==> config.mk <==
export PLATFORM = sky130hd
export DESIGN_NAME = sge_energy
export DESIGN_NICKNAME = d
export VERILOG_FILES = /design/src/rtl/sge_pkg.sv /design/src/rtl/sge_energy.sv
export SDC_FILE = /design/constraint.sdc
export NUM_CORES = 2
export LEC_CHECK = 0
export BUFFER_PORTS_ARGS = -buffer_cell sky130_fd_sc_hd__buf_2
export CORE_ASPECT_RATIO = 0.6
export CORE_MARGIN = 2
export CORE_UTILIZATION = 40
export DETAILED_ROUTE_END_ITERATION = 12
export PLACE_DENSITY = 0.54
export SLEW_MARGIN = 15
export SYNTH_ARGS = -nofsm -noshare
export SYNTH_HDL_FRONTEND = slang
export SYNTH_SLANG_ARGS = --single-unit
==> constraint.sdc <==
create_clock -name clk_i -period 7 [get_ports clk_i]
set_clock_uncertainty 0.2 [all_clocks]
set_input_delay 0.35 -clock clk_i [delete_from_list [all_inputs] [get_ports clk_i]]
set_output_delay 0.35 -clock clk_i [all_outputs]
set_load 0.1 [all_outputs]
==> src/rtl/sge_pkg.sv <==
// ----------------------------------------------------------------------------
// sge_pkg
// Shared widths, register codes and item types of the Sobel energy block.
// ----------------------------------------------------------------------------
package sge_pkg;

  localparam int unsigned PIX_W         = 24;
  localparam int unsigned CH_W          = 8;
  localparam int unsigned NUM_CH        = 3;
  localparam int unsigned GRAD_W        = 11;
  localparam int unsigned CH_ENERGY_W   = 21;
  localparam int unsigned ENERGY_W      = 23;
  localparam int unsigned FW_W          = 12;
  localparam int unsigned FH_W          = 13;
  localparam int unsigned ROW_W         = 12;
  localparam int unsigned CFG_IDX_W     = 1;
  localparam int unsigned CFG_DATA_W    = 13;
  localparam int unsigned MAX_WIDTH_DEF = 2048;
  localparam int unsigned MIN_DIM       = 2;

  localparam logic [FW_W-1:0] FW_RESET     = 12'd640;
  localparam logic [FH_W-1:0] FH_RESET     = 13'd480;
  localparam logic [FH_W-1:0] HEIGHT_LIMIT = 13'd4096;

  typedef enum logic [CFG_IDX_W-1:0] {
    CFG_FRAME_WIDTH  = 1'b0,
    CFG_FRAME_HEIGHT = 1'b1
  } cfg_reg_e;

  typedef enum logic {
    MODE_PIXEL = 1'b0,
    MODE_DRAIN = 1'b1
  } item_mode_e;

  typedef logic [PIX_W-1:0] pixel_t;
  typedef logic signed [GRAD_W-1:0] grad_t;

  typedef struct packed {
    logic emit;
    logic last;
    logic top_mirror;
    logic bot_mirror;
    logic left_cur;
    logic right_edge;
    logic bank;
  } item_flags_t;

  typedef struct packed {
    grad_t [NUM_CH-1:0] gx;
    grad_t [NUM_CH-1:0] gy;
    logic               last;
  } grads_t;

endpackage

==> src/rtl/sge_energy.sv <==
// ----------------------------------------------------------------------------
// sge_energy
// Squared gradients per channel, then the channel sum into the result register.
// ----------------------------------------------------------------------------
module sge_energy import sge_pkg::*; (
  input  logic                clk_i,
  input  logic                load_i,
  input  grads_t              grads_i,
  input  logic                out_load_i,
  output logic [ENERGY_W-1:0] energy_o,
  output logic                last_o
);

  logic [CH_ENERGY_W-1:0] ch_sum_d [NUM_CH];
  logic [CH_ENERGY_W-1:0] ch_sum_q [NUM_CH];
  logic                   last_q;
  logic [ENERGY_W-1:0]    energy_q;
  logic                   out_last_q;

  always_comb begin
    logic signed [2*GRAD_W-1:0] sqx, sqy, sum;
    for (int unsigned k = 0; k < NUM_CH; k++) begin
      sqx         = grads_i.gx[k] * grads_i.gx[k];
      sqy         = grads_i.gy[k] * grads_i.gy[k];
      sum         = sqx + sqy;
      ch_sum_d[k] = sum[CH_ENERGY_W-1:0];
    end
  end

  always_ff @(posedge clk_i) begin
    if (load_i) begin
      ch_sum_q <= ch_sum_d;
      last_q   <= grads_i.last;
    end
    if (out_load_i) begin
      energy_q   <= ENERGY_W'(ch_sum_q[0]) + ENERGY_W'(ch_sum_q[1]) + ENERGY_W'(ch_sum_q[2]);
      out_last_q <= last_q;
    end
  end

  assign energy_o = energy_q;
  assign last_o   = out_last_q;

endmodule
==> impl_metrics.csv <==
group,metric,value,unit
outcome,outcome,"finished, final reports clean",
worst_setup_path,setup.worst_path.class,"in2reg",
worst_setup_path,cp_data_required_time,6.91,ns
clock_network,clock_latency,0.36,ns
timing,relSlewSlack,40.6,%
timing,drv_slew,0,
route,drc_errors,0,
clock_network,cts.htree.levels,3,
finish,layout-drive-gt1-share,6.07,%
route,antenna_left,0,
global_route,grt_pass1_wl,107000,µm
floorplan,rows,75,
floorplan,coreArea,70100,µm²
worst_setup_path,critPathLaunchType,"primary input",
placement,gp_congestion,0.878,
timing,tightest_slew,0.891,ns
clock_network,cts_tree,"built",
yosys,ys.flop_type,"edfxtp_1",
timing,setup_viol,0,
global_route,use_met3,3.23,%
global_route,gr-usage-all-layers,18.6,%
yosys,avgSynthCellArea,10.0,µm²
timing,post-route-period-util,93.4,%
finish,fin_nets,3975,
yosys,synth_area,28400,µm²
finish,nFillCells,6809,
timing,fin_crit,6.54,ns
clock_network,cts_sinks,88,
global_route,grt-busiest-layer,"met1",
global_route,grt_pass1_vias,20100,
floorplan,ioPinCount,94,
worst_setup_path,cp-end-kind,"flip-flop",
global_route,grt_start_max_net_pins,65,
finish,syn2layout_area_growth,7.45,%
floorplan,die-area,73200,µm²
clock_network,cts_made_buffers,9,
floorplan,chipHeight,210,µm
timing,setup_tns,0,ns
yosys,synth_cells,2842,
global_route,grtUsageMet2,27.0,%
placement,dp.cells,3856,
route,vias,18000,
global_route,met1_usage,29.8,%
clock_network,clk_pin_slew,0.07,ns
placement,hpwl,58000,µm
route,post_drt_wl_per_cell,16.2,µm
clock_network,cts-root-buf,"clkbuf_16",
worst_setup_path,worstPathMaxFanout,13,
floorplan,die_x,348,µm
finish,layout.cells.non_filler,3874,
yosys,synth_edf_count,88,
timing,timing.hold.ws,0.234,ns
route,first_iter_violations,1030,
yosys,synthesis.nets,3873,
route,first_pass_iters,5,
timing,hold_viol,0,
job,cap_viol_max_count,0,
global_route,antenna_found_initial,2,
global_route,globalRouteOverflowTotal,0,
min_path,hold_class,"reg2reg",
placement,io_buffers,93,
clock_network,cts.path.max_buffers,2,
timing,rsz0062_at_grt,"false",
route,detail_route.vias_per_cell,4.64,
timing,fmax,0.153,GHz
yosys,async_flop_share,0,%
route,drt-total-wl,62600,µm
worst_setup_path,critPathArrivalTime,6.44,ns
clock_network,cts_resized,0,
yosys,synth-seq-cells,88,
floorplan,start_util,40.5,%
finish,fin_util,43.5,%
yosys,yosysSeqAreaShare,9.30,%
yosys,ys_warn_count,0,
yosys,yosysUniqueCellTypes,51,
-- per-stage QoR --
step           setup WS, ns  cell area [µm²]
2_1_floorplan         0.387            28400
3_3_place_gp          0.137            30200
3_5_place_dp         0.0966            30200
4_1_cts               0.442            30500
5_1_grt               0.105            30500
6_report              0.461            30500
-- cell type report --
class                   count  area, µm²  share of cell area, %
clock inverters             7       55.1                  0.180
multi-input cells        1784      22100                   72.5
clock buffers               9        225                  0.738
inverters                 910       3420                   11.2
well taps                 924       1160                   3.79
repair buffers            151        903                   2.96
diodes                      1       2.50                0.00820
flip-flops and latches     88       2640                   8.66
-- cells in the mapped netlist, types with 3 or more instances --
cell      number  share of area [%]
ha_1         265                 12
or2_2          6               0.13
nor2_1        89                1.2
nor2b_1       55                1.2
fa_1         696                 49
o21a_1        16               0.42
a31oi_1        7               0.15
or3_1          5               0.11
nand3b_1       3              0.079
and2_1       123                2.7
nand3_1        8               0.14
o31ai_1        3              0.079
o21ai_0       17               0.30
nand2b_1      14               0.31
xnor2_1      107                3.3
nand2_1      195                2.6
edfxtp_1      88                9.3
inv_1        910                 12
a211oi_1       3              0.079
nor3_1         8               0.14
xor2_1        36                1.1
a211o_1        5               0.15
o21bai_1       5               0.13
o21ai_1        3              0.053
a21o_1        19               0.50
mux2i_1        3               0.11
and3_1         7               0.15
clkbuf_1      60               0.79
a21oi_1       52               0.92
o211ai_1       6               0.16
-- logic make-up after synthesis --
logic type               share of synthesized area (%)
adder cells (fa/ha/maj)                           60.7
XOR/XNOR                                          4.41
AND/OR/NAND/NOR                                   9.04
AO/OA/AOI/OAI                                     3.62
buffers and inverters                             12.8
multiplexers                                     0.106
flip-flops                                        9.30
-- registers in the layout (all words and copies together), names as in the netlist --
register	count
last_o	1
last_q	1
ch_sum_q	63
energy_o	23
-- what timing repair did --
action / CTS / global route
hold buffers: 1 / 0
buffers inserted: 0 / 0
endpoints found under the hold margin: 1 / 0
-- layout by cell type, fill, tap and decap left out, types with 3 or more instances in the layout --
cell type / n
and2_1: 123
inv_6: 3
nor2_1: 89
a21o_1: 19
or3_1: 5
a31oi_1: 7
nand3_1: 8
o21a_1: 16
mux2i_1: 3
edfxtp_1: 88
a211oi_1: 3
clkbuf_16: 9
a211o_1: 5
fa_1: 696
o21ai_1: 3
o31ai_1: 3
a21oi_1: 52
or2_2: 6
nand3b_1: 3
o21ai_0: 17
buf_4: 57
buf_2: 93
nor2b_1: 55
nor3_1: 8
o21bai_1: 5
xnor2_1: 107
o211ai_1: 6
inv_1: 910
xor2_1: 36
nand2b_1: 14
ha_1: 265
nand2_1: 195
and3_1: 7
-- worst max-delay path, stage by stage --
cell,delay (ns)
buf_2,0.29
inv_1,0.20
nor2_1,0.35
fa_1,0.51
fa_1,0.49
ha_1,0.29
inv_1,0.05
fa_1,0.47
fa_1,0.51
fa_1,0.49
inv_1,0.05
fa_1,0.44
ha_1,0.35
a21oi_1,0.23
nor2_1,0.11
o31ai_1,0.27
buf_4,0.17
a31oi_1,0.19
a221o_1,0.37
a21oi_1,0.17
xnor2_1,0.08
-- worst paths after layout --
path                            slack (ns)  cells past startpoint                   from                      to
worst max-delay path                  0.46                     21            grads_i[57]  ch_sum_q[20]$_DFFE_PP_
worst max register to register        3.35                     11  ch_sum_q[1]$_DFFE_PP_  energy_o[21]$_DFFE_PP_
worst min register to register        0.23                      0       last_q$_DFFE_PP_        last_o$_DFFE_PP_
worst min-delay path                  0.23                      0       last_q$_DFFE_PP_        last_o$_DFFE_PP_
-- per-layer routing --
layer	vias up	wire [µm]
met2	350	26100
met3	33	3600
met1	9169	32400
met5	-	0
li1	8409	-
met4	0	473
Power is left out: the tool's default activity adds up to more than one toggle a clock period on the data nets, which glitch-free logic cannot reach.
