--- src/rtl/sge_pkg.sv ---
// ----------------------------------------------------------------------------
// sge_pkg
// Shared widths, register codes and item types of the Sobel energy block.
// ----------------------------------------------------------------------------
package sge_pkg;

  localparam int unsigned PIX_W         = 24;
  localparam int unsigned CH_W          = 8;
  localparam int unsigned NUM_CH        = 3;
  localparam int unsigned GRAD_W        = 11;
  localparam int unsigned CH_ENERGY_W   = 21;
  localparam int unsigned ENERGY_W      = 23;
  localparam int unsigned FW_W          = 12;
  localparam int unsigned FH_W          = 13;
  localparam int unsigned ROW_W         = 12;
  localparam int unsigned CFG_IDX_W     = 1;
  localparam int unsigned CFG_DATA_W    = 13;
  localparam int unsigned MAX_WIDTH_DEF = 2048;
  localparam int unsigned MIN_DIM       = 2;

  localparam logic [FW_W-1:0] FW_RESET     = 12'd640;
  localparam logic [FH_W-1:0] FH_RESET     = 13'd480;
  localparam logic [FH_W-1:0] HEIGHT_LIMIT = 13'd4096;

  typedef enum logic [CFG_IDX_W-1:0] {
    CFG_FRAME_WIDTH  = 1'b0,
    CFG_FRAME_HEIGHT = 1'b1
  } cfg_reg_e;

  typedef enum logic {
    MODE_PIXEL = 1'b0,
    MODE_DRAIN = 1'b1
  } item_mode_e;

  typedef logic [PIX_W-1:0] pixel_t;
  typedef logic signed [GRAD_W-1:0] grad_t;

  typedef struct packed {
    logic emit;
    logic last;
    logic top_mirror;
    logic bot_mirror;
    logic left_cur;
    logic right_edge;
    logic bank;
  } item_flags_t;

  typedef struct packed {
    grad_t [NUM_CH-1:0] gx;
    grad_t [NUM_CH-1:0] gy;
    logic               last;
  } grads_t;

endpackage

--- src/rtl/sge_grad.sv ---
// ----------------------------------------------------------------------------
// sge_grad
// Column assembly with border mirroring, 3x3 window and Sobel gradients.
// ----------------------------------------------------------------------------
module sge_grad import sge_pkg::*; (
  input  logic        clk_i,
  input  logic        load_i,
  input  item_flags_t flags_i,
  input  pixel_t      pixel_i,
  input  pixel_t      rdata_a_i,
  input  pixel_t      rdata_b_i,
  input  logic        step_i,
  output logic        emit_o,
  output grads_t      grads_o
);

  typedef struct packed {
    pixel_t top;
    pixel_t mid;
    pixel_t bot;
  } column_t;

  item_flags_t flags_q;
  pixel_t      pixel_q;
  column_t     col_s1_q, col_s2_q;
  column_t     col_cur, col_l, col_c, col_r;
  pixel_t      top_raw, mid_raw;
  grads_t      grads_d, grads_q;

  function automatic grad_t chan(pixel_t p, int unsigned k);
    return grad_t'(p[k*CH_W +: CH_W]);
  endfunction

  always_ff @(posedge clk_i) begin
    if (load_i) begin
      flags_q <= flags_i;
      pixel_q <= pixel_i;
    end
  end

  // row r - 2 sits in the bank being written, row r - 1 in the other
  assign top_raw = flags_q.bank ? rdata_b_i : rdata_a_i;
  assign mid_raw = flags_q.bank ? rdata_a_i : rdata_b_i;

  always_comb begin
    col_cur.top = flags_q.top_mirror ? pixel_q : top_raw;
    col_cur.mid = mid_raw;
    col_cur.bot = flags_q.bot_mirror ? top_raw : pixel_q;
    col_l       = flags_q.left_cur ? col_cur : col_s2_q;
    col_c       = col_s1_q;
    col_r       = flags_q.right_edge ? col_s2_q : col_cur;
  end

  always_comb begin
    grad_t tl, tc, tr, ml, mr, bl, bc, br;
    grads_d.last = flags_q.last;
    for (int unsigned k = 0; k < NUM_CH; k++) begin
      tl = chan(col_l.top, k);
      tc = chan(col_c.top, k);
      tr = chan(col_r.top, k);
      ml = chan(col_l.mid, k);
      mr = chan(col_r.mid, k);
      bl = chan(col_l.bot, k);
      bc = chan(col_c.bot, k);
      br = chan(col_r.bot, k);
      grads_d.gx[k] = (tr + (mr <<< 1) + br) - (tl + (ml <<< 1) + bl);
      grads_d.gy[k] = (bl + (bc <<< 1) + br) - (tl + (tc <<< 1) + tr);
    end
  end

  always_ff @(posedge clk_i) begin
    if (step_i) begin
      col_s2_q <= col_s1_q;
      col_s1_q <= col_cur;
      grads_q  <= grads_d;
    end
  end

  assign emit_o  = flags_q.emit;
  assign grads_o = grads_q;

endmodule

--- config.mk ---
export PLATFORM = sky130hd
export DESIGN_NAME = sge_grad
export DESIGN_NICKNAME = d
export VERILOG_FILES = /design/src/rtl/sge_pkg.sv /design/src/rtl/sge_grad.sv
export SDC_FILE = /design/constraint.sdc
export NUM_CORES = 1
export LEC_CHECK = 0
export BUFFER_PORTS_ARGS = -buffer_cell sky130_fd_sc_hd__buf_2
export CORE_ASPECT_RATIO = 1.2
export CORE_MARGIN = 5
export CORE_UTILIZATION = 50
export DETAILED_ROUTE_END_ITERATION = 10
export PLACE_DENSITY = 0.7
export RECOVER_POWER = 100
export SLEW_MARGIN = 15
export SYNTH_ARGS = -nofsm -noshare
export SYNTH_HDL_FRONTEND = slang
export SYNTH_SLANG_ARGS = --single-unit
--- constraint.sdc ---
create_clock -name clk_i -period 5.4 [get_ports clk_i]
set_clock_uncertainty 0.05 [all_clocks]
set_input_delay 0.27 -clock clk_i [delete_from_list [all_inputs] [get_ports clk_i]]
set_output_delay 0.27 -clock clk_i [all_outputs]
set_load 0.005 [all_outputs]
==> results of run 1 <==
-- kinds of logic after synthesis --
kind of cell	count (synthesis)	share of synthesized area, %
buf+inv	357	8.12
fa+ha+maj	258	26.1
flops	242	42.1
mux	228	14.9
compound gates	111	4.29
simple gates	72	1.84
xor+xnor	53	2.69
-- placed cells by master (no fill, tap or decap), drive strengths merged, types with 25 or more instances in the layout --
cell type and n:
edfxtp 242, a21o 26, inv 328, xor2 28, a21oi 33, buf 111, mux2 112, fa 170
ha 88, nor2 36, mux2i 116, dlygate4sd3 31, xnor2 25, clkbuf 91
-- worst max-delay path, delay by kind of cell (launching register included) --
kind                       cells  cell delay (ns)
xor gates and xnor gates       1             0.15
muxes                          3             0.98
buffers and inverters          4             0.49
adders and majority gates      4             1.80
AOI/OAI and AO/OA              3             0.82
and+or+nand+nor                1             0.10
DFF                            1             0.37
-- registers in the layout, summed over array words and instances (netlist names) --
signal,count
flags_q,6
grads_o,67
emit_o,1
col_s2_q,72
col_c,72
pixel_q,24
-- worst paths after layout --
| check | end | startpoint |
|---|---|---|
| hold / removal | col_c[28] | rdata_b_i[4] |
| setup / recovery | grads_o[31] | flags_q[0] |
| hold reg to reg | col_s2_q[35] | col_c[35] |
| setup reg to reg | grads_o[31] | flags_q[0] |
-- power by group --
| group | leakage, nW | internal [mW] | total (mW) | switching [mW] |
|---|---|---|---|---|
| clock | 0.412 | 1.06 | 1.81 | 0.749 |
| sequential | 2.36 | 3.01 | 3.15 | 0.137 |
| combinational | 6.13 | 3.36 | 7.51 | 4.15 |
| total | 8.91 | 7.44 | 12.5 | 5.03 |
-- final cells by class --
class / count / area, sq um
antenna: 3 / 7.51
multi-input combinational: 722 / 8560
clock buffer: 34 / 702
clock inverter: 15 / 154
timing repair buffer: 199 / 1220
fill: 2879 / 14400
sequential: 242 / 7270
tap: 456 / 571
inverter: 328 / 1230
-- metrics by stage --
stage	util, %	instances	instance area (sq um)
3_5_place_dp	54.8	1916	18700
5_1_grt	57.8	1998	19700
3_3_place_gp	54.8	1916	18700
4_1_cts	58.2	1996	19800
2_1_floorplan	-	1321	17300
6_report	57.8	1999	19700
-- layer usage --
layer / GRT usage [%] / vias up / share of wire, %
li1: - / 4794 / -
met2: 32.6 / 199 / 51
met3: 2.65 / 48 / 4.4
met5: 0 / - / 0
met4: 4.84 / 0 / 2.2
met1: 22.9 / 4985 / 42
-- repair_timing --
action / 4_1_cts / 5_1_grt
resized for setup: 0 / 0
endpoints found under the hold margin: 31 / 0
hold buffers: 31 / 0
==> impl_metrics.env, run 1 <==
export IMPL_yosys_warnings=0
export IMPL_finalWirelength_microns=33500
export IMPL_syn_inst=1321
export IMPL_drv_slew=120
export IMPL_p_leak_nw=8.91
export IMPL_hold_viol=0
export IMPL_cp_cell_sequence="buf_12 > mux2_1 > mux2_1 > mux2i_1 > inv_1 > fa_1 > fa_1 > inv_1 > fa_1 > inv_1 > ha_1 > a211oi_1 > nor2_1 > o21a_1 > a311o_1 > xor2_1"
export IMPL_cts_max_path_buffers=3
export IMPL_ys_ff_latch=242
export IMPL_gr_usage_all_layers_pct=18.0
export IMPL_cp_arrival_ns=5.32
export IMPL_drt_pass1_iterations=4
export IMPL_synth_fp_nets=1661
export IMPL_synthFlopType="edfxtp_1"
export IMPL_cts_root_buf="clkbuf_16"
export IMPL_yosysMostFrequentCell="inv_1"
export IMPL_ys_seq_area_share_pct=42.1
export IMPL_postCtsSetupRepairBufs=0
export IMPL_avgSynthCellArea_sq_um=13.1
export IMPL_layout_drive_gt1_share_pct=14.2
export IMPL_viasPerCell=5.02
export IMPL_yosysTopAreaCellShare_pct=42.1
export IMPL_htreeDepth=1
export IMPL_whs_ns=0.0395
export IMPL_grt_pass1_vias=11100
export IMPL_antenna_found_initial=3
export IMPL_fmax_ghz=0.197
export IMPL_synth_largest_area_cell="edfxtp_1"
export IMPL_die_width_microns=180
export IMPL_grt_max_degree=126
export IMPL_numCtsBuffers=27
export IMPL_dp_hpwl_microns=25100
export IMPL_drv_cap=2
export IMPL_hp_class="in -> reg"
export IMPL_setup_viol=0
export IMPL_syn2layout_area_growth_pct=14.1
export IMPL_run_status="finished with violations"
export IMPL_max_stage_delay_ns=0.55
export IMPL_clock_sinks=242
export IMPL_drt_iter0_markers=428
export IMPL_worstSetupPathType="reg -> reg"
export IMPL_netlist_top_cells_count="inv_1 (328), edfxtp_1 (242), fa_1 (170)"
export IMPL_start_util_pct=50.7
export IMPL_synthTopCellsByArea="edfxtp_1 (42%), fa_1 (20%), inv_1 (7.1%)"
export IMPL_clk_latency_ns=0.54
export IMPL_synthArstFlopShare_pct=0
export IMPL_r2r_setup_slack_ns=0.32
export IMPL_peakVddDrop_mv=0.566
export IMPL_worstPathRequired_ns=5.64
export IMPL_netlist_area_sq_mm=0.0173
export IMPL_grt_overflow_total=0
export IMPL_port_buffer_count=149
export IMPL_rows=74
export IMPL_slew_headroom_pct=-226
export IMPL_place_ws_ns=0.420
export IMPL_path_clk_slew_ns=0.06
export IMPL_ios=150
export IMPL_fin_tns_setup_ns=0
export IMPL_route_detailed_drc=0
export IMPL_fin_total_pwr_mw=12.5
export IMPL_fin_crit_ns=5.08
export IMPL_period_share_pct=94.0
export IMPL_num_vias=10000
export IMPL_ant_nets=0
export IMPL_die_h_microns=214
export IMPL_cp_start_kind="flop"
export IMPL_wire_per_inst_microns=16.8
export IMPL_cts_tree="done"
export IMPL_synth_edf_count=242
export IMPL_end_kind="flop"
export IMPL_gp_congestion=0.834
export IMPL_fin_nets=1860
export IMPL_cpMaxStageDelayCell="fa_1"
export IMPL_die_area_sq_mm=0.0384
export IMPL_worst_pin_slew_ns=4.89
export IMPL_holdPathStages=2
export IMPL_powerDensity_mw_per_mm2=633
export IMPL_violations="capacitance limit, slew limit"
export IMPL_reg2regPathDepth=16
export IMPL_ys_types=45
export IMPL_setup_slack_ns=0.322
export IMPL_rsz0062_at_grt="no"
export IMPL_critical_path_max_fanout=48
export IMPL_fp_coreArea_sq_mm=0.0341
export IMPL_grt_pass1_wl_microns=56100
No activity file was read; power rests on OpenSTA's default activity.
==> inputs of run 2 (changes only) <==
Settings changed: CELL_PAD_IN_SITES_DETAIL_PLACEMENT set to 0, CELL_PAD_IN_SITES_GLOBAL_PLACEMENT set to 1, PLACE_DENSITY 0.7 to 0.82.
==> impl_metrics.env, run 2 (synthesis results as in run 1) <==
export IMPL_run_status="finished with violations"
export IMPL_violations="capacitance limit, slew limit"
export IMPL_numCtsBuffers=28
export IMPL_fin_nets=1860
export IMPL_fmax_ghz=0.195
export IMPL_whs_ns=0.0353
export IMPL_path_delay_family="adder cells"
export IMPL_setup_viol=0
export IMPL_switchingPower_mw=5.09
export IMPL_cp_start_kind="flop"
export IMPL_clkPwrFrac_pct=15.7
export IMPL_slew_headroom_pct=-227
export IMPL_hold_viol=0
export IMPL_num_vias=10100
export IMPL_cp_common_cell="fa_1"
export IMPL_cp_arrival_ns=5.36
export IMPL_die_area_sq_mm=0.0384
export IMPL_worstSetupPathType="reg -> reg"
export IMPL_period_share_pct=94.8
export IMPL_finalWirelength_microns=34200
export IMPL_drv_cap=2
export IMPL_antenna_found_initial=0
export IMPL_port_buffer_count=149
export IMPL_fin_tns_setup_ns=0
export IMPL_powerDensity_mw_per_mm2=641
export IMPL_hp_class="in -> reg"
export IMPL_die_width_microns=180
export IMPL_route_detailed_drc=0
export IMPL_cts_tree="done"
export IMPL_grt_overflow_total=0
export IMPL_critical_path_max_fanout=41
export IMPL_worst_pin_slew_ns=4.90
export IMPL_max_stage_delay_ns=0.50
export IMPL_wire_per_inst_microns=17.1
export IMPL_fin_area_sq_mm=0.0198
export IMPL_clock_sinks=242
export IMPL_sw_frac_of_total_pct=40.1
export IMPL_start_util_pct=50.7
export IMPL_grt_max_degree=127
export IMPL_viasPerCell=5.05
export IMPL_layout_commonest_cell="inv_1"
export IMPL_clk_latency_ns=0.55
export IMPL_dp_hpwl_microns=25400
export IMPL_htreeDepth=1
export IMPL_cpMaxStageDelayCell="fa_1"
export IMPL_worstPathRequired_ns=5.65
export IMPL_gp_congestion=0.826
export IMPL_layout_drive_gt1_share_pct=14.2
export IMPL_postCtsSetupRepairBufs=0
export IMPL_combPwrFrac_pct=59.5
export IMPL_cts_max_path_buffers=3
export IMPL_die_h_microns=214
export IMPL_post_dp_cell_area_sq_mm=0.0186
export IMPL_cts_root_buf="clkbuf_16"
export IMPL_peakVddDrop_mv=0.650
export IMPL_ios=150
export IMPL_gr_usage_all_layers_pct=18.2
export IMPL_grt_pass1_wl_microns=56500
export IMPL_rsz0062_at_grt="no"
export IMPL_drt_iter0_markers=437
export IMPL_rows=74
export IMPL_syn2layout_area_growth_pct=14.5
export IMPL_fp_coreArea_sq_mm=0.0341
export IMPL_p_leak_nw=8.94
export IMPL_drv_slew=118
export IMPL_grt_pass1_vias=11200
export IMPL_ant_nets=0
export IMPL_power_frac_seq_pct=24.8
export IMPL_cts_resized=0
export IMPL_drt_pass1_iterations=4
export IMPL_antennaDiodeCount=0
export IMPL_final_cell_mix="inv_1 (328), edfxtp_1 (242), fa_1 (170)"
export IMPL_power_internal_mw=7.59
export IMPL_path_clk_slew_ns=0.06
export IMPL_path_buf_inv=2
export IMPL_end_kind="flop"
export IMPL_fin_crit_ns=5.12
export IMPL_cp_cell_sequence="buf_12 > mux2_1 > mux2_1 > mux2_1 > fa_1 > inv_1 > fa_1 > fa_1 > ha_1 > fa_1 > a21oi_1 > nor2_1 > a31oi_1 > a311o_1 > xnor2_1"
==> run 2: cell type report <==
cell class,count,area (sq um)
clock buffers,31,733
flip-flops and latches,242,7270
multi-input cells,722,8560
well taps,456,571
inverters,328,1230
repair buffers,198,1180
fillers,2867,14300
clock inverters,19,228
==> run 2: per-stage QoR <==
step / total power [mW] / std cells / setup slack, ns / utilization (%)
CTS: 12.9 / 1996 / 0.418 / 58.4
detailed placement: 10.8 / 1909 / 0.475 / 54.5
floorplan: 8.89 / 1321 / 0.790 / -
finish: 12.7 / 1996 / 0.281 / 58.0
global placement: 10.7 / 1909 / 0.536 / 54.5
global route: 14.0 / 1996 / 0.101 / 58.0
==> run 2: timing repair <==
action	4_1_cts	5_1_grt
setup endpoints to repair	0	0
endpoints found under the hold margin	34	0
hold buffers	37	0
==> run 2: per-layer routing <==
layer	share of wire, %	GRT usage, %
met2	52	33.1
met1	43	23.3
met5	0	0
met3	4.1	2.63
met4	1.8	4.20
==> run 2: worst paths after layout <==
path | start | to | slack (ns) | cells past startpoint
setup reg to reg | flags_q[0] | grads_o[32] | 0.28 | 15
hold / removal | rdata_a_i[0] | col_c[24] | 0.04 | 2
hold reg to reg | col_c[42] | col_s2_q[42] | 0.37 | 0
setup / recovery | flags_q[0] | grads_o[32] | 0.28 | 15
==> run 2: power groups by stage <==
stage	clock network (mW)	registers, mW	logic [mW]
2_1_floorplan	0	3.18	5.71
3_3_place_gp	0	3.16	7.50
3_5_place_dp	0	3.17	7.60
4_1_cts	2.05	3.14	7.73
5_1_grt	2.13	3.18	8.71
6_report	1.99	3.14	7.55
==> run 2: worst register-to-register path, cell delays in order (launching register included) <==
cell,delay (ns)
edfxtp_1,0.37
buf_12,0.27
mux2_1,0.40
mux2_1,0.34
mux2_1,0.38
fa_1,0.50
inv_1,0.06
fa_1,0.44
fa_1,0.48
ha_1,0.26
fa_1,0.48
a21oi_1,0.21
nor2_1,0.07
a31oi_1,0.24
a311o_1,0.24
xnor2_1,0.08
