## src/rtl/sge_pkg.sv

```systemverilog
// ----------------------------------------------------------------------------
// sge_pkg
// Shared widths, register codes and item types of the Sobel energy block.
// ----------------------------------------------------------------------------
package sge_pkg;

  localparam int unsigned PIX_W         = 24;
  localparam int unsigned CH_W          = 8;
  localparam int unsigned NUM_CH        = 3;
  localparam int unsigned GRAD_W        = 11;
  localparam int unsigned CH_ENERGY_W   = 21;
  localparam int unsigned ENERGY_W      = 23;
  localparam int unsigned FW_W          = 12;
  localparam int unsigned FH_W          = 13;
  localparam int unsigned ROW_W         = 12;
  localparam int unsigned CFG_IDX_W     = 1;
  localparam int unsigned CFG_DATA_W    = 13;
  localparam int unsigned MAX_WIDTH_DEF = 2048;
  localparam int unsigned MIN_DIM       = 2;

  localparam logic [FW_W-1:0] FW_RESET     = 12'd640;
  localparam logic [FH_W-1:0] FH_RESET     = 13'd480;
  localparam logic [FH_W-1:0] HEIGHT_LIMIT = 13'd4096;

  typedef enum logic [CFG_IDX_W-1:0] {
    CFG_FRAME_WIDTH  = 1'b0,
    CFG_FRAME_HEIGHT = 1'b1
  } cfg_reg_e;

  typedef enum logic {
    MODE_PIXEL = 1'b0,
    MODE_DRAIN = 1'b1
  } item_mode_e;

  typedef logic [PIX_W-1:0] pixel_t;
  typedef logic signed [GRAD_W-1:0] grad_t;

  typedef struct packed {
    logic emit;
    logic last;
    logic top_mirror;
    logic bot_mirror;
    logic left_cur;
    logic right_edge;
    logic bank;
  } item_flags_t;

  typedef struct packed {
    grad_t [NUM_CH-1:0] gx;
    grad_t [NUM_CH-1:0] gy;
    logic               last;
  } grads_t;

endpackage

```

## src/rtl/sge_ctrl.sv

```systemverilog
// ----------------------------------------------------------------------------
// sge_ctrl
// Frame registers, input and output position counters, result scheduling.
// ----------------------------------------------------------------------------
module sge_ctrl import sge_pkg::*; #(
  parameter int unsigned MAX_WIDTH = MAX_WIDTH_DEF,
  localparam int unsigned COL_W    = $clog2(MAX_WIDTH),
  localparam int unsigned WID_W    = $clog2(MAX_WIDTH + 1),
  localparam int unsigned POS_W    = COL_W + ROW_W,
  localparam int unsigned POS_X    = POS_W + 1
) (
  input  logic                  clk_i,
  input  logic                  rst_ni,
  input  logic                  cfg_we_i,
  input  logic [CFG_IDX_W-1:0]  cfg_index_i,
  input  logic [CFG_DATA_W-1:0] cfg_data_i,
  input  logic                  accept_i,
  input  logic                  mode_i,
  output item_flags_t           flags_o,
  output logic                  take_o,
  output logic                  wr_en_o,
  output logic [COL_W-1:0]      wr_col_o,
  output logic [COL_W-1:0]      rd_col_o
);

  logic [FW_W-1:0]  frame_width_q;
  logic [FH_W-1:0]  frame_height_q;
  logic [ROW_W-1:0] in_row_q, in_row_d;
  logic [COL_W-1:0] in_col_q, in_col_d;
  logic [POS_W-1:0] pos_in_q, pos_in_d;
  logic [POS_W-1:0] out_pos_q, out_pos_d;
  logic [ROW_W-1:0] out_row_q, out_row_d;
  logic [COL_W-1:0] out_col_q, out_col_d;
  logic [WID_W-1:0] drain_col_q, drain_col_d;
  logic             in_done_q, in_done_d;
  logic             par_q, par_d;

  logic [WID_W-1:0] used_w, w_last;
  logic [FH_W-1:0]  used_h, h_last;
  logic             in_col_last, in_row_last, out_col_last, out_row_last;
  logic             has_in, emit, last;

  always_ff @(posedge clk_i or negedge rst_ni) begin
    if (!rst_ni) begin
      frame_width_q  <= FW_RESET;
      frame_height_q <= FH_RESET;
    end else if (cfg_we_i) begin
      unique case (cfg_index_i)
        CFG_FRAME_WIDTH:  frame_width_q  <= cfg_data_i[FW_W-1:0];
        CFG_FRAME_HEIGHT: frame_height_q <= cfg_data_i;
      endcase
    end
  end

  // clamp the frame size to the supported range
  always_comb begin
    if (frame_width_q < FW_W'(MIN_DIM)) begin
      used_w = WID_W'(MIN_DIM);
    end else if (32'(frame_width_q) > MAX_WIDTH) begin
      used_w = WID_W'(MAX_WIDTH);
    end else begin
      used_w = WID_W'(frame_width_q);
    end
    if (frame_height_q < FH_W'(MIN_DIM)) begin
      used_h = FH_W'(MIN_DIM);
    end else if (frame_height_q > HEIGHT_LIMIT) begin
      used_h = HEIGHT_LIMIT;
    end else begin
      used_h = frame_height_q;
    end
  end

  assign w_last       = used_w - 1'b1;
  assign h_last       = used_h - 1'b1;
  assign in_col_last  = WID_W'(in_col_q) == w_last;
  assign in_row_last  = FH_W'(in_row_q) == h_last;
  assign out_col_last = WID_W'(out_col_q) == w_last;
  assign out_row_last = FH_W'(out_row_q) == h_last;

  always_comb begin
    has_in = (mode_i == MODE_PIXEL) && !in_done_q;
    if (has_in) begin
      emit = (POS_X'(out_pos_q) + POS_X'(used_w) + POS_X'(1)) <= POS_X'(pos_in_q);
    end else begin
      emit = in_done_q || (out_pos_q < pos_in_q);
    end
    last = out_row_last && out_col_last;

    in_row_d    = in_row_q;
    in_col_d    = in_col_q;
    pos_in_d    = pos_in_q;
    out_pos_d   = out_pos_q;
    out_row_d   = out_row_q;
    out_col_d   = out_col_q;
    drain_col_d = drain_col_q;
    in_done_d   = in_done_q;
    par_d       = par_q;

    if (accept_i && emit) begin
      if (last) begin
        out_pos_d   = '0;
        out_row_d   = '0;
        out_col_d   = '0;
        drain_col_d = '0;
        in_done_d   = 1'b0;
        par_d       = 1'b0;
      end else begin
        out_pos_d = out_pos_q + 1'b1;
        if (out_col_last) begin
          out_col_d = '0;
          out_row_d = out_row_q + 1'b1;
        end else begin
          out_col_d = out_col_q + 1'b1;
        end
        if (in_done_q) begin
          drain_col_d = drain_col_q + 1'b1;
        end
      end
    end

    if (accept_i && has_in) begin
      if (in_col_last) begin
        in_col_d = '0;
        par_d    = !par_q;
        if (in_row_last) begin
          in_row_d  = '0;
          pos_in_d  = '0;
          in_done_d = 1'b1;
        end else begin
          in_row_d = in_row_q + 1'b1;
          pos_in_d = pos_in_q + 1'b1;
        end
      end else begin
        in_col_d = in_col_q + 1'b1;
        pos_in_d = pos_in_q + 1'b1;
      end
    end
  end

  always_ff @(posedge clk_i or negedge rst_ni) begin
    if (!rst_ni) begin
      in_row_q    <= '0;
      in_col_q    <= '0;
      pos_in_q    <= '0;
      out_pos_q   <= '0;
      out_row_q   <= '0;
      out_col_q   <= '0;
      drain_col_q <= '0;
      in_done_q   <= 1'b0;
      par_q       <= 1'b0;
    end else begin
      in_row_q    <= in_row_d;
      in_col_q    <= in_col_d;
      pos_in_q    <= pos_in_d;
      out_pos_q   <= out_pos_d;
      out_row_q   <= out_row_d;
      out_col_q   <= out_col_d;
      drain_col_q <= drain_col_d;
      in_done_q   <= in_done_d;
      par_q       <= par_d;
    end
  end

  assign flags_o.emit       = emit;
  assign flags_o.last       = last;
  assign flags_o.top_mirror = has_in && (in_row_q == ROW_W'(1));
  assign flags_o.bot_mirror = !has_in;
  assign flags_o.left_cur   = out_col_q == '0;
  assign flags_o.right_edge = out_col_last;
  assign flags_o.bank       = par_q;

  assign take_o   = has_in || emit;
  assign wr_en_o  = accept_i && has_in;
  assign wr_col_o = in_col_q;
  assign rd_col_o = in_done_q ? drain_col_q[COL_W-1:0] : in_col_q;

  // the closing result of a frame only ever comes after all its pixels
  assert property (@(posedge clk_i) disable iff (!rst_ni)
    accept_i && emit && last |-> in_done_q)
    else $error("frame closed before all pixels arrived");

  // results never run ahead of the pixels of the frame
  assert property (@(posedge clk_i) disable iff (!rst_ni)
    !in_done_q |-> out_pos_q <= pos_in_q)
    else $error("result position passed input position");

  // the drain column only moves once the frame input is complete
  assert property (@(posedge clk_i) disable iff (!rst_ni)
    !in_done_q |-> drain_col_q == '0)
    else $error("drain column moved during pixel input");

  // a frame end clears the done flag and the row bank on the next cycle
  assert property (@(posedge clk_i) disable iff (!rst_ni)
    accept_i && emit && last |=> !in_done_q && !par_q && out_pos_q == '0)
    else $error("frame end did not restart the counters");

endmodule

```

## config.mk

```make
export PLATFORM = sky130hd
export DESIGN_NAME = sge_ctrl
export DESIGN_NICKNAME = d
export VERILOG_FILES = /design/src/rtl/sge_pkg.sv /design/src/rtl/sge_ctrl.sv
export SDC_FILE = /design/constraint.sdc
export NUM_CORES = 1
export LEC_CHECK = 0
export BUFFER_PORTS_ARGS = -buffer_cell sky130_fd_sc_hd__buf_2
export CAP_MARGIN = 10
export CORE_ASPECT_RATIO = 0.6
export CORE_MARGIN = 1
export CORE_UTILIZATION = 60
export DETAILED_ROUTE_END_ITERATION = 8
export HOLD_SLACK_MARGIN = 0.05
export PLACE_DENSITY = 0.83
export SLEW_MARGIN = 30
export SYNTH_ARGS = -nofsm -noshare
export SYNTH_HDL_FRONTEND = slang
export SYNTH_SLANG_ARGS = --single-unit
export TNS_END_PERCENT = 20
```

## constraint.sdc

```tcl
create_clock -name clk_i -period 7.7 [get_ports clk_i]
set_clock_uncertainty 0.05 [all_clocks]
set_input_delay 0.77 -clock clk_i [delete_from_list [all_inputs] [get_ports clk_i]]
set_output_delay 0.77 -clock clk_i [all_outputs]
set_load 0.1 [all_outputs]
```

==> results of run 1 <==
[metrics by stage]
stage	worst slack (ps)	total power, W
after floorplan	1710	0.00155
after global placement	1100	0.00174
after detailed placement	778	0.00176
after CTS	543	0.00264
after global routing	8.90	0.00279
final	482	0.00267
[path summary, 6_finish.rpt]
kind	start	end	slack, ps	cells past startpoint
min in group clk_i	out_row_q[10]	out_row_q[10]	480	1
max in group asynchronous	rst_ni	frame_height_q[3]	6270	2
worst max register to register	frame_width_q[8]	in_done_q	550	23
worst min register to register	out_row_q[10]	out_row_q[10]	480	1
worst min-delay path	rst_ni	in_row_q[9]	260	1
worst max-delay path	frame_width_q[8]	flags_o[6]	480	22
[cell families (layout without fill, tap and decap cells)]
logic type / Yosys count / count (layout) / share of synthesized area [%]
simple gates: 471 / 471 / 24.4
flops: 130 / 130 / 32.3
fa+ha+maj: 69 / 69 / 8.63
mux: 39 / 39 / 4.29
compound gates: 246 / 246 / 15.9
buf+inv: 126 / 157 / 5.20
xor+xnor: 105 / 105 / 9.25
[layer usage]
metal,vias to the layer above,global-route usage [%],routed length (um)
li1,4308,-,-
met1,4413,54.4,14100
met2,471,46.3,11100
met3,42,9.91,3310
met4,0,7.55,381
met5,-,0,0
[where the power goes]
group / internal, W / switching (W)
Clock: 0.000548 / 0.000330
Sequential: 0.000768 / 0.000159
Combinational: 0.000309 / 0.000555
Total: 0.00163 / 0.00104
[worst register-to-register path, stage by stage, from the launching register on]
cell	delay, ps
dfrtp_1	460
or4_4	600
o41ai_2	610
ha_1	310
fa_1	220
nor2b_1	50
o21ai_0	190
a21boi_0	180
o21bai_1	150
a21oi_1	120
o2111a_1	300
o31a_1	390
o21ai_0	230
xnor2_1	100
ha_1	290
nand4_1	120
or4_1	550
mux2i_1	160
nor2_1	50
a31oi_1	250
nand4b_1	570
nor2_2	590
buf_4	370
o21bai_1	120
[sequential cells by signal (all words and copies together) (netlist names)]
| signal | count |
|---|---|
| pos_in_q | 23 |
| out_row_q | 12 |
| frame_height_q | 13 |
| out_col_q | 11 |
| par_q | 1 |
| in_done_q | 1 |
| out_pos_q | 23 |
| drain_col_q | 11 |
| wr_col_o | 11 |
| frame_width_q | 12 |
| in_row_q | 12 |
[placed cells by master, fill, tap and decap left out, types with 5 or more instances in the layout]
| master | instances |
|---|---|
| buf_4 | 8 |
| clkbuf_16 | 17 |
| nand4_1 | 41 |
| ha_1 | 68 |
| a211oi_1 | 6 |
| mux2i_1 | 5 |
| inv_1 | 67 |
| a22o_1 | 5 |
| or4_1 | 8 |
| a21o_1 | 8 |
| dfstp_2 | 6 |
| nor4_1 | 11 |
| o31ai_1 | 21 |
| o21a_1 | 9 |
| nor3_1 | 31 |
| xor2_1 | 41 |
| dfrtp_1 | 124 |
| nand3_1 | 51 |
| a21oi_1 | 47 |
| and3_1 | 29 |
| nor4_2 | 5 |
| buf_2 | 48 |
| nor2b_1 | 22 |
| a31oi_1 | 12 |
| nor2_1 | 117 |
| mux2_2 | 34 |
| and2_1 | 7 |
| nand2b_1 | 21 |
| xnor2_1 | 63 |
| o211ai_1 | 11 |
| or3_1 | 19 |
| nand2_1 | 80 |
| o22ai_1 | 8 |
| o21ai_0 | 73 |
[cell type report]
type | count | area share (%)
clock inverter | 14 | 1.69
timing repair buffer | 58 | 2.91
tap | 228 | 2.58
multi-input combinational | 930 | 57.1
inverter | 67 | 2.27
clock buffer | 18 | 3.96
sequential | 130 | 29.4
==> reports/metrics.yaml, run 1 <==
nets: 1292
stdcell_count: 1445
cts_tree: "yes"
fillers: 1334
ys_seq_area_share_pct: 32.3
grt-ovfl-total: 0
syn_inst: 1186
netlist_area_um2: 10100
setup_viol_count_final: 0
cap_violations: 0
multi_input_area_um2: 6330
synthArstFlopShare_pct: 100
diodes: 0
leakagePower_nw: 4.93
synth_common_cells: "dfrtp_1 (124), nor2_1 (118), nand2_1 (80)"
hold_viol_final: 0
grt_pass1_wl_um: 46200
rows: 36
hold_slack_ps: 264
utilization_pct: 67.7
cts_sinks: 130
insertion_delay_ps: 440
max_stage_delay_ps: 610
yosys_warnings: 0
arrival_ps: 6400
fmax_mhz: 139
cts_max_level: 4
cp-start-kind: "flip-flop"
synth_top_cell_by_area: "dfrtp_1"
hold_class: "primary input to asynchronous set/reset pin"
synth.area.top_cells: "dfrtp_1 (31%), ha_1 (8.4%), xnor2_1 (5.5%)"
synth_edf_count: 0
path_buf_inv: 1
tns_ps: 0
io_buffers: 49
vias: 9234
synth_cell_types: 82
clockRootBuffer: "clkbuf_16"
yosysMostFrequentCell: "dfrtp_1"
num_io_pins: 50
first_pass_iters: 6
max-slew-margin-rel_pct: 40.6
worstPathCellList: "or4_4, o41ai_2, ha_1, fa_1, nor2b_1, o21ai_0, a21boi_0, o21bai_1, a21oi_1, o2111a_1, o31a_1, o21ai_0, xnor2_1, ha_1, nand4_1, or4_1, mux2i_1, nor2_1, a31oi_1, nand2_1, nor2_1, buf_2"
slew_violations: 0
antenna_found_initial: 0
grt_pass1_vias: 8396
ys_ff_latch: 130
end_kind: "output port"
drc: 0
die_w_um: 169
worstSetupPathType: "flip-flop to output port"
tightestPinTransition_ps: 888
worst_path_dominant_cell_family: "compound AO/OA/AOI/OAI gates"
post-place-cells: 1413
initial_utilization_pct: 61.7
place_area_um2: 10400
post_cts_buffers: 0
grt_usage_pct: 34.8
drive_gt1_share_pct: 12.7
cts_resized: 0
critPathSlowestCell: "o41ai_2"
peakVddDrop_uv: 242
die_y_um: 102
drtIter0Drc: 1433
drt_wl_total_um: 28900
clk_pin_slew_ps: 60
synth_fp_nets: 1274
core_um2: 16400
hold_buffers: 0
yosysTopAreaCellShare_pct: 30.8
powerDensity_nw_per_um2: 241
dieArea_um2: 17400
cts_buffer_depth: 2
grt_setup_unrepaired: "false"
outcome: "completed"
cp_max_fo: 8
area_delta_synth_final_pct: 9.77
numCtsBuffers: 17
wl_per_cell_um: 20.0
syn_area_per_cell_um2: 8.51
period_share_pct: 93.7
seq_area_um2: 3260
post-route-min-period_ps: 7220
place_hpwl_um: 21500
fin_area_um2: 11100
viasPerCell: 6.39
gp_congestion: 0.985
synth_ff_type: "dfrtp_1"
cp.required_ps: 6880
ant_nets: 0
grt_max_degree: 72
Power figures use the tool's default switching activity.
==> inputs of run 2 (changes only) <==
==> constraint.sdc (replaced) <==
create_clock -name clk_i -period 7.7 [get_ports clk_i]
set_clock_uncertainty 0.05 [all_clocks]
set_input_delay 1.155 -clock clk_i [delete_from_list [all_inputs] [get_ports clk_i]]
set_output_delay 1.155 -clock clk_i [all_outputs]
set_load 0.1 [all_outputs]
==> run 2 against run 1 <==
  * First-iteration DRC count shrank 12%
  * Setup slack lost 63 ps
  * Sequential share of layout area grew 0.12 points
  * Clock power shrank 12%
  * Combinational power grew 2.4%
  * Register-to-register slack gained 130 ps
  * Via count grew 1.3%
  * Total power shrank 3.3%
  * Non-clock buffer count grew 1
  * Routed wire length grew 0.82%
  * Flip-flop and latch count is the same
  * Critical path type unchanged
==> reports/metrics.yaml, run 2 (synthesized netlist as in run 1, its figures left out) <==
initial_utilization_pct: 61.7
cp-start-kind: "flip-flop"
num_io_pins: 50
tightestPinTransition_ps: 852
r2r_slack_ps: 680
reg_top3: "out_pos_q x23, pos_in_q x23, frame_height_q x13"
path_depth: 22
layout.cells.most_common_list: "dfrtp_1 (124), nor2_1 (117), nand2_1 (80)"
hold_buffers: 0
grt_pass1_vias: 8366
cap_violations: 0
cts_buffer_depth: 2
die_w_um: 169
cp.required_ps: 6490
path_buf_inv: 1
clk_pin_slew_ps: 50
rows: 36
period_share_pct: 94.6
drtIter0Drc: 1259
powerDensity_nw_per_um2: 234
crit_path_end: "flags_o[6]"
first_pass_iters: 6
utilization_pct: 67.5
insertion_delay_ps: 430
io_buffers: 49
r2r-start: "frame_width_q[8]"
end_kind: "output port"
ant_nets: 0
cp-startpoint: "frame_width_q[8]"
rr_worst_depth: 23
worstPathCellList: "or4_4, o41ai_4, ha_1, fa_1, nor2b_1, o21ai_0, a21boi_0, o21bai_1, a21oi_1, o2111a_1, o31a_1, o21ai_0, xnor2_1, ha_1, nand4_1, or4_1, mux2i_1, nor2_1, a31oi_2, nand2_1, nor2_1, buf_6"
grt_max_degree: 70
numCtsBuffers: 17
place_hpwl_um: 21700
wl_per_cell_um: 20.2
antenna_found_initial: 0
drt_wl_total_um: 29200
slew_violations: 0
die_y_um: 102
vias: 9351
worstSetupPathType: "flip-flop to output port"
layout_commonest_cell: "dfrtp_1"
grt_usage_pct: 34.7
post-route-min-period_ps: 7280
drc: 0
max-slew-margin-rel_pct: 43.0
hold_viol_final: 0
gp_congestion: 1.04
cp_max_fo: 8
arrival_ps: 6080
cts_tree: "yes"
r2r_end: "out_pos_q[5]"
worst_path_dominant_cell_family: "compound AO/OA/AOI/OAI gates"
fmax_mhz: 137
core_um2: 16400
viasPerCell: 6.47
cts_sinks: 130
outcome: "completed"
hold_class: "flip-flop to flip-flop"
drive_gt1_share_pct: 12.8
grt-ovfl-total: 0
clockRootBuffer: "clkbuf_16"
max_stage_delay_ps: 620
area_delta_synth_final_pct: 9.34
diodes: 0
leakagePower_nw: 4.91
grt_pass1_wl_um: 46000
tns_ps: 0
peakVddDrop_uv: 199
critPathSlowestCell: "or4_4"
grt_setup_unrepaired: "false"
nets: 1293
setup_viol_count_final: 0
cts_max_level: 4
dieArea_um2: 17400
## run 2: cell types whose count changed in the layout (fill, tap and decap cells not counted), sizes merged
cell / previous run / this run
buf: 58 / 59
clkinv: 6 / 9
bufinv: 4 / 1
## run 2: report_power, final
group | switching [W] | internal, W
Combinational | 0.000572 | 0.000313
Clock | 0.000327 | 0.000449
Sequential | 0.000153 | 0.000768
## run 2: cell type report
type	count	area (um2)
clock buffer	18	439
timing repair buffer	59	333
multi-input combinational	930	6350
clock inverter	14	116
sequential	130	3260
fill	1318	5320
tap	228	285
inverter	67	251
## run 2: what timing repair did
item / in CTS / in global routing
endpoints found under the setup margin: 0 / 1
buffers inserted: 0 / 0
gates resized for setup: 0 / 6
## run 2: layer usage
metal	vias to the layer above	GRT usage, %	wire (um)
met3	46	10.5	3760
met5	-	0	0
met1	4446	54.5	13700
met2	549	45.7	11300
met4	0	7.14	381
li1	4310	-	-
## run 2: through the flow
step,cells,total power (W),worst slack (ps),cell area (um2),hold slack (ps)
3_3_place_gp,1414,0.00174,963,10400,474
2_1_floorplan,1186,0.00155,1320,10100,429
4_1_cts,1446,0.00255,209,11000,485
3_5_place_dp,1414,0.00177,727,10400,473
6_report,1446,0.00258,419,11000,493
5_1_grt,1446,0.00270,31.9,11000,515
## run 2: how the worst min path moves through the flow
stage                startpoint                to  slack [ps]  cells after the start
2_1_floorplan     out_row_q[10]     out_row_q[10]         430                      1
3_3_place_gp      out_row_q[10]     out_row_q[10]         470                      1
3_5_place_dp      out_row_q[10]     out_row_q[10]         470                      1
4_1_cts           out_row_q[10]     out_row_q[10]         480                      1
5_1_grt        frame_width_q[0]  frame_width_q[0]         520                      1
6_report       frame_width_q[0]  frame_width_q[0]         490                      1
